### src/hdl/lrupr_pkg.sv
// Shared types and constants for the LRU page replacement block.
// No dependencies; every other file of the block but lrupr_ram imports this package.
package lrupr_pkg;

  // Fixed widths of the channel fields and the configuration register.
  localparam int PAGE_W  = 16;
  localparam int FRAME_W = 3;
  localparam int CNT_W   = 32;
  localparam int CFG_W   = 4;

  // Defaults for the top-level parameters.
  localparam int DEF_FRAMES    = 8;
  localparam int DEF_PAGE_BITS = 16;

  // Reset value of frames_in_use, the configured frame count.
  localparam logic [CFG_W-1:0] CFG_RESET = 4'd8;

  // Sequencer states.
  typedef enum logic [1:0] {
    S_IDLE,
    S_SCAN,
    S_TOUCH,
    S_FINISH
  } state_t;

  // Commands from the sequencer to the frame unit.
  typedef struct packed {
    logic clear;  // start of a new reference
    logic scan;   // read data valid during the lookup pass
    logic touch;  // read data valid during the rank update pass
  } unit_op_t;

  // Outcome of the lookup pass.
  typedef struct packed {
    logic hit;
    logic evict;
  } unit_stat_t;

endpackage

### src/hdl/lrupr_ifs.sv
// Valid/ready channel interfaces for page references and results.
// Depends on lrupr_pkg for the field widths.
interface lrupr_in_if;
  import lrupr_pkg::*;

  logic              valid;
  logic              ready;
  logic [PAGE_W-1:0] page;

  modport source (output valid, output page, input ready);
  modport sink (input valid, input page, output ready);
endinterface

interface lrupr_out_if;
  import lrupr_pkg::*;

  logic               valid;
  logic               ready;
  logic               hit;
  logic [FRAME_W-1:0] frame;
  logic               evicted_valid;
  logic [PAGE_W-1:0]  evicted_page;
  logic [CNT_W-1:0]   hits_so_far;
  logic [CNT_W-1:0]   faults_so_far;

  modport source (output valid, output hit, output frame, output evicted_valid,
                  output evicted_page, output hits_so_far, output faults_so_far,
                  input ready);
  modport sink (input valid, input hit, input frame, input evicted_valid,
                input evicted_page, input hits_so_far, input faults_so_far,
                output ready);
endinterface

### src/hdl/lrupr_ram.sv
// Generic simple dual-port RAM: one write port, one read port, registered read.
// No dependencies.
module lrupr_ram #(
  parameter int WIDTH = 8,
  parameter int DEPTH = 8,
  localparam int AW = (DEPTH > 1) ? $clog2(DEPTH) : 1
) (
  input  logic             clk,
  input  logic             we,
  input  logic [AW-1:0]    waddr,
  input  logic [WIDTH-1:0] wdata,
  input  logic             re,
  input  logic [AW-1:0]    raddr,
  output logic [WIDTH-1:0] rdata
);

  logic [WIDTH-1:0] mem [DEPTH];

  always_ff @(posedge clk) begin
    if (we) begin
      mem[waddr] <= wdata;
    end
    if (re) begin
      rdata <= mem[raddr];
    end
  end

endmodule

### src/hdl/lrupr_unit.sv
// Shared per-frame compare unit: lookup, empty search and oldest search
// during the scan pass, and the rank update during the touch pass.
// Depends on lrupr_pkg.
module lrupr_unit #(
  parameter int FRAMES    = lrupr_pkg::DEF_FRAMES,
  parameter int PAGE_BITS = lrupr_pkg::DEF_PAGE_BITS,
  localparam int IW = (FRAMES > 1) ? $clog2(FRAMES) : 1,
  localparam int CW = $clog2(FRAMES + 1)
) (
  input  logic                   clk,
  input  logic                   rst,
  input  lrupr_pkg::unit_op_t    op,
  input  logic [IW-1:0]          idx,
  input  logic                   frame_valid,
  input  logic [PAGE_BITS-1:0]   rd_page,
  input  logic [IW-1:0]          rd_rank,
  input  logic [PAGE_BITS-1:0]   page,
  output lrupr_pkg::unit_stat_t  stat,
  output logic [IW-1:0]          tgt_idx,
  output logic [PAGE_BITS-1:0]   ev_page,
  output logic                   wr_en,
  output logic [PAGE_BITS-1:0]   wr_page,
  output logic [IW-1:0]          wr_rank
);
  import lrupr_pkg::*;

  logic                 hit_found;
  logic [IW-1:0]        hit_idx;
  logic [IW-1:0]        hit_rank;
  logic                 empty_found;
  logic [IW-1:0]        empty_idx;
  logic                 best_found;
  logic [IW-1:0]        best_idx;
  logic [IW-1:0]        best_rank;
  logic [PAGE_BITS-1:0] best_page;
  logic [CW-1:0]        limit;

  // Accumulators of the scan pass; the first match wins in each search.
  always_ff @(posedge clk) begin
    if (rst || op.clear) begin
      hit_found   <= 1'b0;
      empty_found <= 1'b0;
      best_found  <= 1'b0;
    end else if (op.scan) begin
      if (frame_valid && (rd_page == page) && !hit_found) begin
        hit_found <= 1'b1;
        hit_idx   <= idx;
        hit_rank  <= rd_rank;
      end
      if (!frame_valid && !empty_found) begin
        empty_found <= 1'b1;
        empty_idx   <= idx;
      end
      if (frame_valid && (!best_found || (rd_rank > best_rank))) begin
        best_found <= 1'b1;
        best_idx   <= idx;
        best_rank  <= rd_rank;
        best_page  <= rd_page;
      end
    end
  end

  // Target frame and the age limit below which other frames get older.
  // A filled or replaced frame counts as older than every other frame.
  always_comb begin
    stat.hit   = hit_found;
    stat.evict = !hit_found && !empty_found;
    ev_page    = best_page;
    if (hit_found) begin
      tgt_idx = hit_idx;
      limit   = CW'(hit_rank);
    end else if (empty_found) begin
      tgt_idx = empty_idx;
      limit   = CW'(FRAMES);
    end else begin
      tgt_idx = best_idx;
      limit   = CW'(FRAMES);
    end
  end

  // Rank update of one frame during the touch pass.
  always_comb begin
    wr_en   = 1'b0;
    wr_page = rd_page;
    wr_rank = rd_rank;
    if (op.touch) begin
      if (idx == tgt_idx) begin
        wr_en   = 1'b1;
        wr_page = page;
        wr_rank = '0;
      end else if (frame_valid && (CW'(rd_rank) < limit)) begin
        wr_en = 1'b1;
        if (rd_rank < IW'(FRAMES - 1)) begin
          wr_rank = rd_rank + IW'(1);
        end
      end
    end
  end

endmodule

### src/hdl/lru_page_replacement_top.sv
// Top level of the LRU page replacement block: sequencer, valid bits,
// totals and result register. Depends on lrupr_pkg, lrupr_ifs, lrupr_ram, lrupr_unit.
//
//   Channel   Direction  Handshake       Contents
//   refs      in         valid / ready   page
//   results   out        valid / ready   hit, frame, evicted_valid, evicted_page,
//                                        hits_so_far, faults_so_far
//   cfg       in         cfg_we          cfg_wdata = frames_in_use
//
// For each reference, the one frame unit visits each active frame once in a scan
// pass and once in a rank update pass, one frame per cycle through the registered
// read port of the frame RAM; the result is then loaded into the output register.
// The block takes no new reference until the current result has been loaded there.
// Reset is synchronous and active high; it empties all frames, clears both
// totals and sets frames_in_use to 8 (active frame count 8, or FRAMES if smaller).
// The block takes a new reference while a finished result still waits in the
// output register; a stalled result only delays the end of the next reference.
module lru_page_replacement_top #(
  parameter int FRAMES    = lrupr_pkg::DEF_FRAMES,
  parameter int PAGE_BITS = lrupr_pkg::DEF_PAGE_BITS
) (
  input  logic                        clk,
  input  logic                        rst,
  input  logic                        cfg_we,
  input  logic [lrupr_pkg::CFG_W-1:0] cfg_wdata,
  lrupr_in_if.sink                    refs,
  lrupr_out_if.source                 results
);
  import lrupr_pkg::*;

  localparam int IW = (FRAMES > 1) ? $clog2(FRAMES) : 1;
  localparam int CW = $clog2(FRAMES + 1);
  localparam int WORD_W = IW + PAGE_BITS;

  state_t state;
  state_t state_next;

  logic [CFG_W-1:0]     frames_in_use;
  logic [CW-1:0]        active;
  logic [PAGE_BITS-1:0] page_reg;
  logic [FRAMES-1:0]    valid;
  logic [CW-1:0]        rd_idx;
  logic                 pend;
  logic [IW-1:0]        pend_idx;
  logic [CNT_W-1:0]     hit_total;
  logic [CNT_W-1:0]     fault_total;
  logic                 out_valid;

  logic                 accept;
  logic                 ram_re;
  logic                 pass_done;
  logic                 load;
  unit_op_t             op;
  unit_stat_t           stat;
  logic [WORD_W-1:0]    rd_word;
  logic [IW-1:0]        tgt_idx;
  logic [PAGE_BITS-1:0] ev_page;
  logic                 wr_en;
  logic [PAGE_BITS-1:0] wr_page;
  logic [IW-1:0]        wr_rank;

  // Active frame count: zero counts as one, anything above FRAMES as FRAMES.
  always_comb begin
    if (frames_in_use == '0) begin
      active = CW'(1);
    end else if (32'(frames_in_use) > FRAMES) begin
      active = CW'(FRAMES);
    end else begin
      active = CW'(frames_in_use);
    end
  end

  always_ff @(posedge clk) begin
    if (rst) begin
      frames_in_use <= CFG_RESET;
    end else if (cfg_we) begin
      frames_in_use <= cfg_wdata;
    end
  end

  // Sequencer state register.
  always_ff @(posedge clk) begin
    if (rst) begin
      state <= S_IDLE;
    end else begin
      state <= state_next;
    end
  end

  // A pass is over when every active frame was read and its data handled.
  assign pass_done = (rd_idx == active) && !pend;
  assign accept    = refs.valid && refs.ready;
  assign load      = (state == S_FINISH) && (!out_valid || results.ready);

  always_comb begin
    state_next = state;
    refs.ready = 1'b0;
    ram_re     = 1'b0;
    op         = '0;
    unique case (state)
      S_IDLE: begin
        refs.ready = 1'b1;
        op.clear   = refs.valid;
        if (refs.valid) begin
          state_next = S_SCAN;
        end
      end
      S_SCAN: begin
        ram_re  = (rd_idx < active);
        op.scan = pend;
        if (pass_done) begin
          state_next = S_TOUCH;
        end
      end
      S_TOUCH: begin
        ram_re   = (rd_idx < active);
        op.touch = pend;
        if (pass_done) begin
          state_next = S_FINISH;
        end
      end
      S_FINISH: begin
        if (load) begin
          state_next = S_IDLE;
        end
      end
      default: begin
        state_next = S_IDLE;
      end
    endcase
  end

  // Read address sweep; pend marks the cycle in which the RAM data arrive.
  always_ff @(posedge clk) begin
    if (rst) begin
      rd_idx <= '0;
      pend   <= 1'b0;
    end else begin
      pend <= ram_re;
      if (ram_re) begin
        rd_idx <= rd_idx + CW'(1);
      end else if (pass_done) begin
        rd_idx <= '0;
      end
    end
  end

  always_ff @(posedge clk) begin
    pend_idx <= rd_idx[IW-1:0];
    if (accept) begin
      page_reg <= PAGE_BITS'(refs.page);
    end
  end

  // Valid bits and totals change once per reference, at the end of the touch pass.
  always_ff @(posedge clk) begin
    if (rst) begin
      valid       <= '0;
      hit_total   <= '0;
      fault_total <= '0;
    end else if ((state == S_TOUCH) && pass_done) begin
      valid[tgt_idx] <= 1'b1;
      if (stat.hit) begin
        if (hit_total != '1) begin
          hit_total <= hit_total + CNT_W'(1);
        end
      end else if (fault_total != '1) begin
        fault_total <= fault_total + CNT_W'(1);
      end
    end
  end

  lrupr_ram #(
    .WIDTH (WORD_W),
    .DEPTH (FRAMES)
  ) u_frames (
    .clk   (clk),
    .we    (wr_en),
    .waddr (pend_idx),
    .wdata ({wr_rank, wr_page}),
    .re    (ram_re),
    .raddr (rd_idx[IW-1:0]),
    .rdata (rd_word)
  );

  lrupr_unit #(
    .FRAMES    (FRAMES),
    .PAGE_BITS (PAGE_BITS)
  ) u_unit (
    .clk         (clk),
    .rst         (rst),
    .op          (op),
    .idx         (pend_idx),
    .frame_valid (valid[pend_idx]),
    .rd_page     (rd_word[PAGE_BITS-1:0]),
    .rd_rank     (rd_word[WORD_W-1:PAGE_BITS]),
    .page        (page_reg),
    .stat        (stat),
    .tgt_idx     (tgt_idx),
    .ev_page     (ev_page),
    .wr_en       (wr_en),
    .wr_page     (wr_page),
    .wr_rank     (wr_rank)
  );

  // Result register; it holds a result until its transfer completes.
  always_ff @(posedge clk) begin
    if (rst) begin
      out_valid <= 1'b0;
    end else if (load) begin
      out_valid <= 1'b1;
    end else if (results.ready) begin
      out_valid <= 1'b0;
    end
  end

  always_ff @(posedge clk) begin
    if (load) begin
      results.hit           <= stat.hit;
      results.frame         <= FRAME_W'(tgt_idx);
      results.evicted_valid <= stat.evict;
      results.evicted_page  <= stat.evict ? PAGE_W'(ev_page) : '0;
      results.hits_so_far   <= hit_total;
      results.faults_so_far <= fault_total;
    end
  end

  assign results.valid = out_valid;

  // The frame RAM is written only during the rank update pass.
  a_write_in_touch: assert property (@(posedge clk) disable iff (rst)
    wr_en |-> (state == S_TOUCH))
    else $error("frame RAM written outside the touch pass");

  // Ready drops after a reference transfer.
  a_busy_after_accept: assert property (@(posedge clk) disable iff (rst)
    accept |=> !refs.ready)
    else $error("ready high right after a reference transfer");

  // A hit never reports an evicted page.
  a_hit_no_evict: assert property (@(posedge clk) disable iff (rst)
    results.valid |-> !(results.hit && results.evicted_valid))
    else $error("hit result with an evicted page");

  // The totals never decrease.
  a_totals_grow: assert property (@(posedge clk) disable iff (rst)
    !$past(rst) |-> ((hit_total >= $past(hit_total)) &&
                     (fault_total >= $past(fault_total))))
    else $error("hit or fault total decreased");

endmodule
### src/flat_wrapper.sv
// flat-port wrapper written by rule: the top's interface ports become plain ports
module lru_page_replacement_top_flat import lrupr_pkg::*;
#(
  parameter int FRAMES    = lrupr_pkg::DEF_FRAMES,
  parameter int PAGE_BITS = lrupr_pkg::DEF_PAGE_BITS
)
  (clk, rst, cfg_we, cfg_wdata, refs_valid, refs_page, refs_ready, results_valid, results_hit, results_frame, results_evicted_valid, results_evicted_page, results_hits_so_far, results_faults_so_far, results_ready);
  lrupr_in_if refs_i ();
  lrupr_out_if results_i ();
  input  logic clk;
  input  logic rst;
  input  logic cfg_we;
  input  logic [lrupr_pkg::CFG_W-1:0] cfg_wdata;
  input wire logic [$bits(refs_i.valid)-1:0] refs_valid;
  input wire logic [$bits(refs_i.page)-1:0] refs_page;
  output wire logic [$bits(refs_i.ready)-1:0] refs_ready;
  output wire logic [$bits(results_i.valid)-1:0] results_valid;
  output wire logic [$bits(results_i.hit)-1:0] results_hit;
  output wire logic [$bits(results_i.frame)-1:0] results_frame;
  output wire logic [$bits(results_i.evicted_valid)-1:0] results_evicted_valid;
  output wire logic [$bits(results_i.evicted_page)-1:0] results_evicted_page;
  output wire logic [$bits(results_i.hits_so_far)-1:0] results_hits_so_far;
  output wire logic [$bits(results_i.faults_so_far)-1:0] results_faults_so_far;
  input wire logic [$bits(results_i.ready)-1:0] results_ready;
  assign refs_i.valid = refs_valid;
  assign refs_i.page = refs_page;
  assign refs_ready = refs_i.ready;
  assign results_valid = results_i.valid;
  assign results_hit = results_i.hit;
  assign results_frame = results_i.frame;
  assign results_evicted_valid = results_i.evicted_valid;
  assign results_evicted_page = results_i.evicted_page;
  assign results_hits_so_far = results_i.hits_so_far;
  assign results_faults_so_far = results_i.faults_so_far;
  assign results_i.ready = results_ready;
  lru_page_replacement_top #(.FRAMES(FRAMES), .PAGE_BITS(PAGE_BITS)) u_core (.clk(clk), .rst(rst), .cfg_we(cfg_we), .cfg_wdata(cfg_wdata), .refs(refs_i), .results(results_i));
endmodule
### config.mk
export PLATFORM = sky130hd
export DESIGN_NAME = lru_page_replacement_top_flat
export DESIGN_NICKNAME = d
export VERILOG_FILES = /design/src/hdl/lrupr_pkg.sv /design/src/hdl/lrupr_ifs.sv /design/src/hdl/lrupr_ram.sv /design/src/hdl/lrupr_unit.sv /design/src/hdl/lru_page_replacement_top.sv /design/src/flat_wrapper.sv
export SDC_FILE = /design/constraint.sdc
export NUM_CORES = 1
export LEC_CHECK = 0
export ABC_AREA = 1
export BUFFER_PORTS_ARGS = -buffer_cell sky130_fd_sc_hd__buf_4
export CAP_MARGIN = 20
export CORE_MARGIN = 2
export CORE_UTILIZATION = 61
export DETAILED_ROUTE_END_ITERATION = 16
export HOLD_SLACK_MARGIN = 0.05
export PLACE_DENSITY = 0.78
export SETUP_SLACK_MARGIN = 0.02
export SYNTH_ARGS = -nofsm -noshare
export SYNTH_HDL_FRONTEND = slang
export SYNTH_HIERARCHICAL = 1
export SYNTH_SLANG_ARGS = --single-unit
export TNS_END_PERCENT = 1
### constraint.sdc
create_clock -name clk -period 7.7 [get_ports clk]
set_clock_uncertainty 0.1 [all_clocks]
set_input_delay 0.77 -clock clk [delete_from_list [all_inputs] [get_ports clk]]
set_output_delay 0.77 -clock clk [all_outputs]
set_load 0.1 [all_outputs]
==> results of run 1 <==
## worst max-delay path: stages, from the launching register on
cell     delay, ps
dfxtp_1        620
inv_1          130
a21oi_1        150
o21ai_0         90
a32oi_1        360
inv_1          140
nor2_1         110
nand2_1        110
nand2_1        130
nand2_1         60
nand2_1        110
nand2_1        160
nor2_2         840
## metrics by stage
stage               hold WS (ps)  power (mW)  cell area, um2  instances  worst slack [ps]
global route               304.8       6.626           20230       2459              3804
global placement           343.4       4.425           18880       2385              4243
finish                     315.1       6.385           20230       2459              4192
detailed placement         341.1       4.468           18880       2385              4243
floorplan                  300.7       3.999           17860       1943              2100
CTS                        301.7       6.389           20200       2457              4210
## cells by family (layout without fill, tap and decap cells)
| kind of cell | Yosys count | after routing | synth area share [%] |
|---|---|---|---|
| DFF | 393 | 393 | 61.03 |
| and+or+nand+nor | 1066 | 1066 | 25.19 |
| AOI/OAI and AO/OA | 109 | 109 | 3.790 |
| adders and majority gates | 17 | 17 | 1.191 |
| xor gates and xnor gates | 10 | 10 | 0.4904 |
| buffers and inverters | 348 | 480 | 8.309 |
## power breakdown
group	total (mW)	internal, mW	switching (mW)
logic	1.67	0.355	1.31
registers	2.79	2.65	0.143
clock network	1.93	1.16	0.767
## final cells by class
class                      count  area [um2]
inverter                     284        1074
fill                        2090        8549
clock buffer                  55        1129
sequential                   393       10900
tap                          384       480.5
clock inverter                17       192.7
multi-input combinational   1202        5507
timing repair buffer         124       947.2
## how the worst min path moves through the flow
stage	start	to	slack (ps)	cells past startpoint
CTS	refs_page[5]	u_core/page_reg[5]	300	1
global route	refs_page[3]	u_core/page_reg[3]	300	1
floorplan	u_core/rd_idx[0]	u_core/pend_idx[0]	300	0
detailed placement	u_core/valid[4]	u_core/valid[4]	340	2
finish	refs_page[4]	u_core/page_reg[4]	320	1
global placement	u_core/valid[4]	u_core/valid[4]	340	2
## layer usage
| layer | wire length, um | global-route usage [%] | share of wire (%) |
|---|---|---|---|
| met3 | 2951 | 3.394 | 7.5 |
| met4 | 1349 | 9.722 | 3.4 |
| met5 | 0 | 0 | 0 |
| met2 | 18590 | 42.40 | 47 |
| met1 | 16360 | 35.14 | 42 |
## synthesized netlist by cell type (all sizes together), types with 3 or more instances
cell type    n
clkbuf      22
o22ai        3
edfxtp     303
o21ai       16
xor2         6
nand3b       6
or2          8
ha          17
nor2       238
inv        283
dfxtp       90
a21oi       82
nand3      168
buf         42
nor3        15
nand2      602
xnor2        4
nand4       28
o2111ai      3
==> impl_metrics.ini, run 1 <==
[routing]
firstDrtPassIters = 6
drt_iter0_drc = 1676
finalWirelength_um = 39250
wire_per_inst_um = 15.96
drc_errors = 0
vias_per_cell = 5.407
antenna_left = 0
vias = 13300

[logic_synthesis]
yosysWarnings = 6
synthArstFlopShare_pct = 0
synth_edf_count = 303
synth.area.top_cells = edfxtp_1 (51%), nand2_1 (12%), dfxtp_1 (10%)
ys_ff_latch = 393
avgSynthCellArea_um2 = 9.192
yosys.area.top_type = edfxtp_1
ys.flop_type = edfxtp_1
synth_top_area_share_pct = 50.95
synth.yosys.seq_area_share_pct = 61.03
synthDistinctLibCells = 46
synthesis.nets = 1985
synth_area_um2 = 17860
syn_inst = 1943

[layout]
regMostFlops = u_core/u_frames/mem
utilization_pct = 70.29
largest_register_ffs = 152
nets = 2087
drive_gt1_share_pct = 12.39
diodes = 0
layout_commonest_cell = nand2_1
area_growth_pct = 13.28
final_cell_mix = nand2_1 (593), edfxtp_1 (303), inv_1 (275), nor2_1 (223), nand3_1 (165)

[sta]
fmaxAchievable_mhz = 285.1
setup_viol = 0
fin_crit_sh_pct = 45.56
finalHoldViolCount = 0
max_slew_margin_pct = 33.59
finalCriticalPeriod_ps = 3508
grt_setup_unrepaired = false
slew_violations = 0
worst_slew_pin_slew_ps = 995.1
tns_ps = 0

[critical_path]
crit_fanout = 19
rr_worst_depth = 12
crit_start = u_core/pend_idx[0]
rrSetupSlack_ps = 4190
required_ps = 7750
worstReg2RegStart = u_core/pend_idx[0]
crit_end = u_core/u_frames/mem[5][12]
endpoint_kind = flip-flop
timing.rr.end = u_core/u_frames/mem[5][12]
cp.arrival_ps = 3550
path_class = flip-flop to flip-flop
critPathLaunchType = flip-flop

[floorplanning]
die-area_um2 = 30660
rows = 62
initial_core_util_pct = 62.06
die_width_um = 175.1
top_level_ports = 112
core_area_um2 = 28780
die_h_um = 175.1

[global_routing]
globalRoute.totalOverflow = 0
grt_pass1_wl_um = 62470
grt_max_degree = 83
grt_antenna_before_repair = 0
grtUsageTotal_pct = 25.75
grt_pass1_vias = 12440

[job]
maxCapViolCount = 0

[outcome]
status = completed

[clock_network]
cts-resized-gates = 0
postCtsHoldBufs = 0
ctsRootBufferMaster = clkbuf_16
clk_pin_slew_ps = 60
post-cts-setup-buffers = 0
numCtsBuffers = 40
clock-sinks = 393
cts.htree.levels = 2
clock_latency_ps = 530
cts_tree = yes
cts_buffer_depth = 3

[power_and_ir_drop]
leakagePower_nw = 8.379
p_per_area_nw_per_um2 = 315.6
peakVddDrop_uv = 227.6

[place]
routabilityCongestion = 0.9080
dp_hpwl_um = 26650
io_buffers = 111

[worst_hold_path]
hp-class = input port to flip-flop
Note: power is estimated with default switching activity, not from simulation.
==> run 2: changes to the inputs <==
ABC_AREA = 0   (was 1)
CORE_UTILIZATION = 60   (was 61)
PLACE_DENSITY = 0.77   (was 0.78)
clock period = 3.4 ns   (was 7.7 ns; I/O delays follow)
==> run 2 against run 1 <==
Effect of this change:
- worst setup slack worse by 3900 ps
- largest cell class unchanged
- total power up 100%
- largest power group unchanged
- critical endpoint is now u_core/u_frames/mem[5][18]
- sequential share of layout area up 5.0 points
- first-iteration DRC count down 44%
- sequential cell count unchanged
- hold slack worse by 220 ps
- combinational power up 59%
- die area down 10%
- area after synthesis down 12%
- global-route usage down 2.4 points
- synthesized cell count down 48%
==> impl_metrics.ini, run 2 <==
[logic_synthesis]
synth.area.top_cells = edfxtp_1 (58%), dfxtp_1 (11%), mux4_2 (4.4%)
yosys.area.top_type = edfxtp_1
syn_inst = 1013
avgSynthCellArea_um2 = 15.55
synth_area_um2 = 15750
synth_edf_count = 303
yosysWarnings = 6
synthDistinctLibCells = 67
ys_top_cells_by_count = edfxtp_1 (303), dfxtp_1 (90), a21oi_1 (62)
ys_ff_latch = 393
synth_top_area_share_pct = 57.76
ys.flop_type = edfxtp_1
yosysMostFrequentCell = edfxtp_1
synthesis.nets = 1055
synth.yosys.seq_area_share_pct = 69.20
synthArstFlopShare_pct = 0

[routing]
firstDrtPassIters = 5
antenna_left = 0
finalWirelength_um = 32240
met2_length_um = 16460
drc_errors = 0
wire_per_inst_um = 20.87
wl_met3_um = 2144
vias_per_cell = 6.047
drt_iter0_drc = 939
wl_met1_um = 12830
vias = 9343
highest_layer = met4

[critical_path]
endpoint_kind = flip-flop
required_ps = 3500
cp_slowest_cell = nor3_1
crit_chain = mux4_2 -> mux2_2 -> o2111ai_1 -> a211oi_1 -> nor3_1
path_class = flip-flop to flip-flop
crit_fanout = 11
critPathLaunchType = flip-flop
cp_slowest_stage_delay_ps = 740
cp.arrival_ps = 3210

[place]
placedCellCount = 1448
dpl-instance-area_um2 = 16990
io_buffers = 111
routabilityCongestion = 0.7957
dp_hpwl_um = 19700

[clock_network]
clock_latency_ps = 540
numCtsBuffers = 39
cts_tree = yes
clk_pin_slew_ps = 60
cts_buffer_depth = 3
cts.htree.levels = 2
cts-resized-gates = 0
ctsRootBufferMaster = clkbuf_16
clock-sinks = 393

[sta]
max_slew_margin_pct = 37.42
setup_viol = 0
finalCriticalPeriod_ps = 3116
fin_crit_sh_pct = 91.65
worst_slew_pin_slew_ps = 937.7
grt_setup_unrepaired = false
fmaxAchievable_mhz = 320.9
finalHoldViolCount = 0
slew_violations = 0
whs_ps = 91.17

[power_and_ir_drop]
power.total_mw = 13.06
leakagePower_nw = 6.255
p_per_area_nw_per_um2 = 705.7
peakVddDrop_uv = 587.9

[global_routing]
grtUsageTotal_pct = 23.35
grt_max_degree = 88
globalRoute.totalOverflow = 0
grt_antenna_before_repair = 0
grt_pass1_wl_um = 50400
grt_pass1_vias = 9174

[layout]
layout_commonest_cell = edfxtp_1
finalNonFillerCells = 1545
design_area_um2 = 18510
drive_gt1_share_pct = 22.89
regMostFlops = u_core/u_frames/mem
largest_register_ffs = 152
final_cell_mix = edfxtp_1 (303), buf_4 (133), dfxtp_1 (89), a21oi_1 (62), nor2_1 (49)
nets = 1221
area_growth_pct = 17.51
nFillCells = 1695
diodes = 0

[outcome]
status = completed

[floorplanning]
initial_core_util_pct = 60.79
die_h_um = 166.0
top_level_ports = 112
die-area_um2 = 27570
die_width_um = 166.0
core_area_um2 = 25910
rows = 59

[job]
maxCapViolCount = 0

[worst_hold_path]
hp-class = input port to flip-flop
run 2: worst paths after layout:
check	startpoint	to	slack, ps	cells past startpoint
worst max register to register	u_core/pend_idx[0]	u_core/u_frames/mem[5][18]	280	5
worst min register to register	u_core/valid[4]	u_core/valid[4]	380	2
worst max-delay path	u_core/pend_idx[0]	u_core/u_frames/mem[5][18]	280	5
worst min-delay path	results_ready	u_core/results.valid	90	4
run 2: what timing repair did:
item,4_1_cts,5_1_grt
setup buffers,0,0
endpoints found under the hold margin,20,0
hold buffers,25,0
run 2: layout make-up:
class | instances | area [um2] | share of cell area (%)
inverters | 19 | 71.32 | 0.3853
multi-input cells | 568 | 4596 | 24.83
clock inverters | 22 | 236.5 | 1.278
well taps | 335 | 419.2 | 2.264
clock buffers | 50 | 1037 | 5.604
repair buffers | 158 | 1249 | 6.746
flip-flops and latches | 393 | 10900 | 58.90
run 2: metrics by stage:
stage	TNS (ps)	util, %	setup WS [ps]
5_1_grt	0	71.44	125.0
6_report	0	71.44	283.9
4_1_cts	0	71.44	347.4
3_3_place_gp	0	65.56	552.3
2_1_floorplan	-5691	-	-127.6
3_5_place_dp	0	65.56	379.7
run 2: cells by family after synthesis:
family                   share of synthesized area [%]
adder cells (fa/ha/maj)                          1.350
AO/OA/AOI/OAI                                    5.917
AND/OR/NAND/NOR                                  10.25
XOR/XNOR                                         1.390
flip-flops                                       69.20
buffers and inverters                            1.763
multiplexers                                     10.14
run 2: worst max-delay path, delay by kind of cell (launching register included):
| kind | cells | cell delay, ps |
|---|---|---|
| DFF | 1 | 660 |
| muxes | 2 | 890 |
| and+or+nand+nor | 1 | 740 |
| AOI/OAI and AO/OA | 2 | 410 |
run 2: per-layer routing:
metal	GRT usage (%)	up-vias
li1	-	4302
met1	31.07	4619
met2	39.67	357
met3	3.980	65
met4	7.561	0
met5	0	-
run 2: power breakdown:
group	switching, mW	internal, mW	leakage, nW
combinational	1.76	0.883	2.13
sequential	0.264	5.85	3.50
clock	1.76	2.54	0.626
==> run 3: changes to the inputs <==
CELL_PAD_IN_SITES_DETAIL_PLACEMENT = 0   (was not set)
CELL_PAD_IN_SITES_GLOBAL_PLACEMENT = 1   (was not set)
CORE_UTILIZATION = 51   (was 60)
clock period = 3 ns   (was 3.4 ns; I/O delays follow)
==> run 3 against run 2 <==
Effect of this change:
- register-to-register slack about the same
- first-iteration DRC count down 24%
- cell area up 1.7%
- sequential cell count unchanged
- critical endpoint is now u_core/u_frames/mem[6][2]
- total power up 14%
- die area up 17%
- maximum frequency up 14%
- via count down 2.0%
- utilization down 9.7 points
- global-route usage down 3.7 points
==> impl_metrics.ini, run 3 (same netlist as run 2, synthesis figures left out) <==
[outcome]
status = completed

[sta]
fmaxAchievable_mhz = 367.2
setup_ws_ps = 276.9
max_slew_margin_pct = 47.15
grt_setup_unrepaired = false
fin_crit_sh_pct = 90.77
tns_ps = 0
worst_slew_pin_slew_ps = 792.7
slew_violations = 0
setup_viol = 0
finalHoldViolCount = 0
finalCriticalPeriod_ps = 2723

[critical_path]
crit_start = u_core/u_unit/hit_found
endpoint_kind = flip-flop
rrSetupSlack_ps = 280
timing.rr.end = u_core/u_frames/mem[6][2]
required_ps = 3120
crit_fanout = 16
critPathLaunchType = flip-flop
rr_worst_depth = 8
cp.arrival_ps = 2850
crit_end = u_core/u_frames/mem[6][2]
worstReg2RegStart = u_core/u_unit/hit_found
path_class = flip-flop to flip-flop

[place]
dpl-instance-area_um2 = 17240
dpl_worst_slack_ps = 154.9
io_buffers = 111
dp_hpwl_um = 19810
routabilityCongestion = 0.7480

[global_routing]
grt_pass1_vias = 8828
grt_max_degree = 58
grt_pass1_wl_um = 49790
use_met3_pct = 3.120
globalRoute.totalOverflow = 0
use_met1_pct = 27.52
grtUsageTotal_pct = 19.63
grt_util_met2_pct = 32.49
grt.busiest_layer = met2
grt_antenna_before_repair = 0

[power_and_ir_drop]
power.total_mw = 14.85
p_per_area_nw_per_um2 = 789.1
peakVddDrop_uv = 563.7
leakagePower_nw = 6.360

[layout]
diodes = 0
design_area_um2 = 18820
final-seq-area_um2 = 10900
regMostFlops = u_core/u_frames/mem
final_cell_mix = edfxtp_1 (303), buf_4 (143), dfxtp_1 (89), a21oi_1 (62)
multiInputGateArea_um2 = 4608
area_growth_pct = 19.49
layout_commonest_cell = edfxtp_1
nets = 1239
largest_register_ffs = 152
drive_gt1_share_pct = 24.76
nFillCells = 2262
utilization_pct = 61.70

[routing]
vias_per_cell = 5.640
vias = 9159
wire_per_inst_um = 19.42
antenna_left = 0
drt_iter0_drc = 715
drc_errors = 0
firstDrtPassIters = 5
finalWirelength_um = 31540

[clock_network]
ctsRootBufferMaster = clkbuf_16
cts_tree = yes
cts.htree.levels = 2
post-cts-setup-buffers = 0
clock_latency_ps = 540
numCtsBuffers = 41
clk_pin_slew_ps = 60
clock-sinks = 393
cts_buffer_depth = 3

[job]
maxCapViolCount = 0

[floorplanning]
top_level_ports = 112
rows = 64
initial_core_util_pct = 51.63
die_h_um = 179.8
die-area_um2 = 32310
die_width_um = 179.8
core_area_um2 = 30510

[worst_hold_path]
hp-class = input port to flip-flop
[run 3: cell types whose count changed in the layout (fill, tap and decap cells not counted), moves of 3 or more]
cell / change
buf_4: +10
clkinv_1: -4
buf_12: +5
nor2_1: -5
clkinv_2: +3
nor2_2: +5
[run 3: per-stage QoR]
| stage | hold slack [ps] | cells |
|---|---|---|
| after floorplan | 276.8 | 1013 |
| after global placement | 350.6 | 1524 |
| after detailed placement | 358.8 | 1524 |
| after CTS | 57.93 | 1624 |
| after global routing | 71.45 | 1624 |
| final | 80.55 | 1624 |
[run 3: power breakdown]
group	leakage [nW]	switching, mW	internal [mW]
combinational	2.22	2.04	1.05
sequential	3.50	0.243	6.63
clock	0.643	2.03	2.86
total	6.36	4.31	10.5
[run 3: worst max-delay path, stage by stage, from the launching register on]
cell and delay (ps):
dfxtp_1 650, nand2_1 120, ha_1 300, a21oi_1 180, o2111ai_1 180, nand2b_1 120
nand2_1 150, nor2_1 320, buf_4 300
[run 3: what timing repair did]
action / CTS / global route
hold buffers: 26 / 0
endpoints found under the setup margin: 0 / 58
resized for setup: 0 / 4
hold endpoints to repair: 21 / 0
[run 3: area by class of cell]
cell class	instances	share of cell area [%]
clock buffer	52	5.830
clock inverter	22	1.143
inverter	19	0.3789
multi-input combinational	568	24.48
sequential	393	57.92
tap	396	2.632
timing repair buffer	174	7.618
[run 3: how the worst min path moves through the flow]
stage / start / end / slack, ps / depth (start not counted)
6_report: rst / u_core/u_unit/hit_found / 80 / 3
5_1_grt: rst / u_core/u_unit/hit_found / 70 / 3
4_1_cts: rst / u_core/u_unit/hit_found / 60 / 3
3_5_place_dp: u_core/valid[0] / u_core/valid[0] / 360 / 2
3_3_place_gp: u_core/valid[3] / u_core/valid[3] / 350 / 2
2_1_floorplan: rst / u_core/u_unit/best_found / 280 / 1
[run 3: metal layers]
layer | share of wire (%) | vias to the layer above
met4 | 1.7 | 0
met2 | 49 | 209
met3 | 4.6 | 49
met5 | 0 | -
met1 | 45 | 4551
li1 | - | 4350
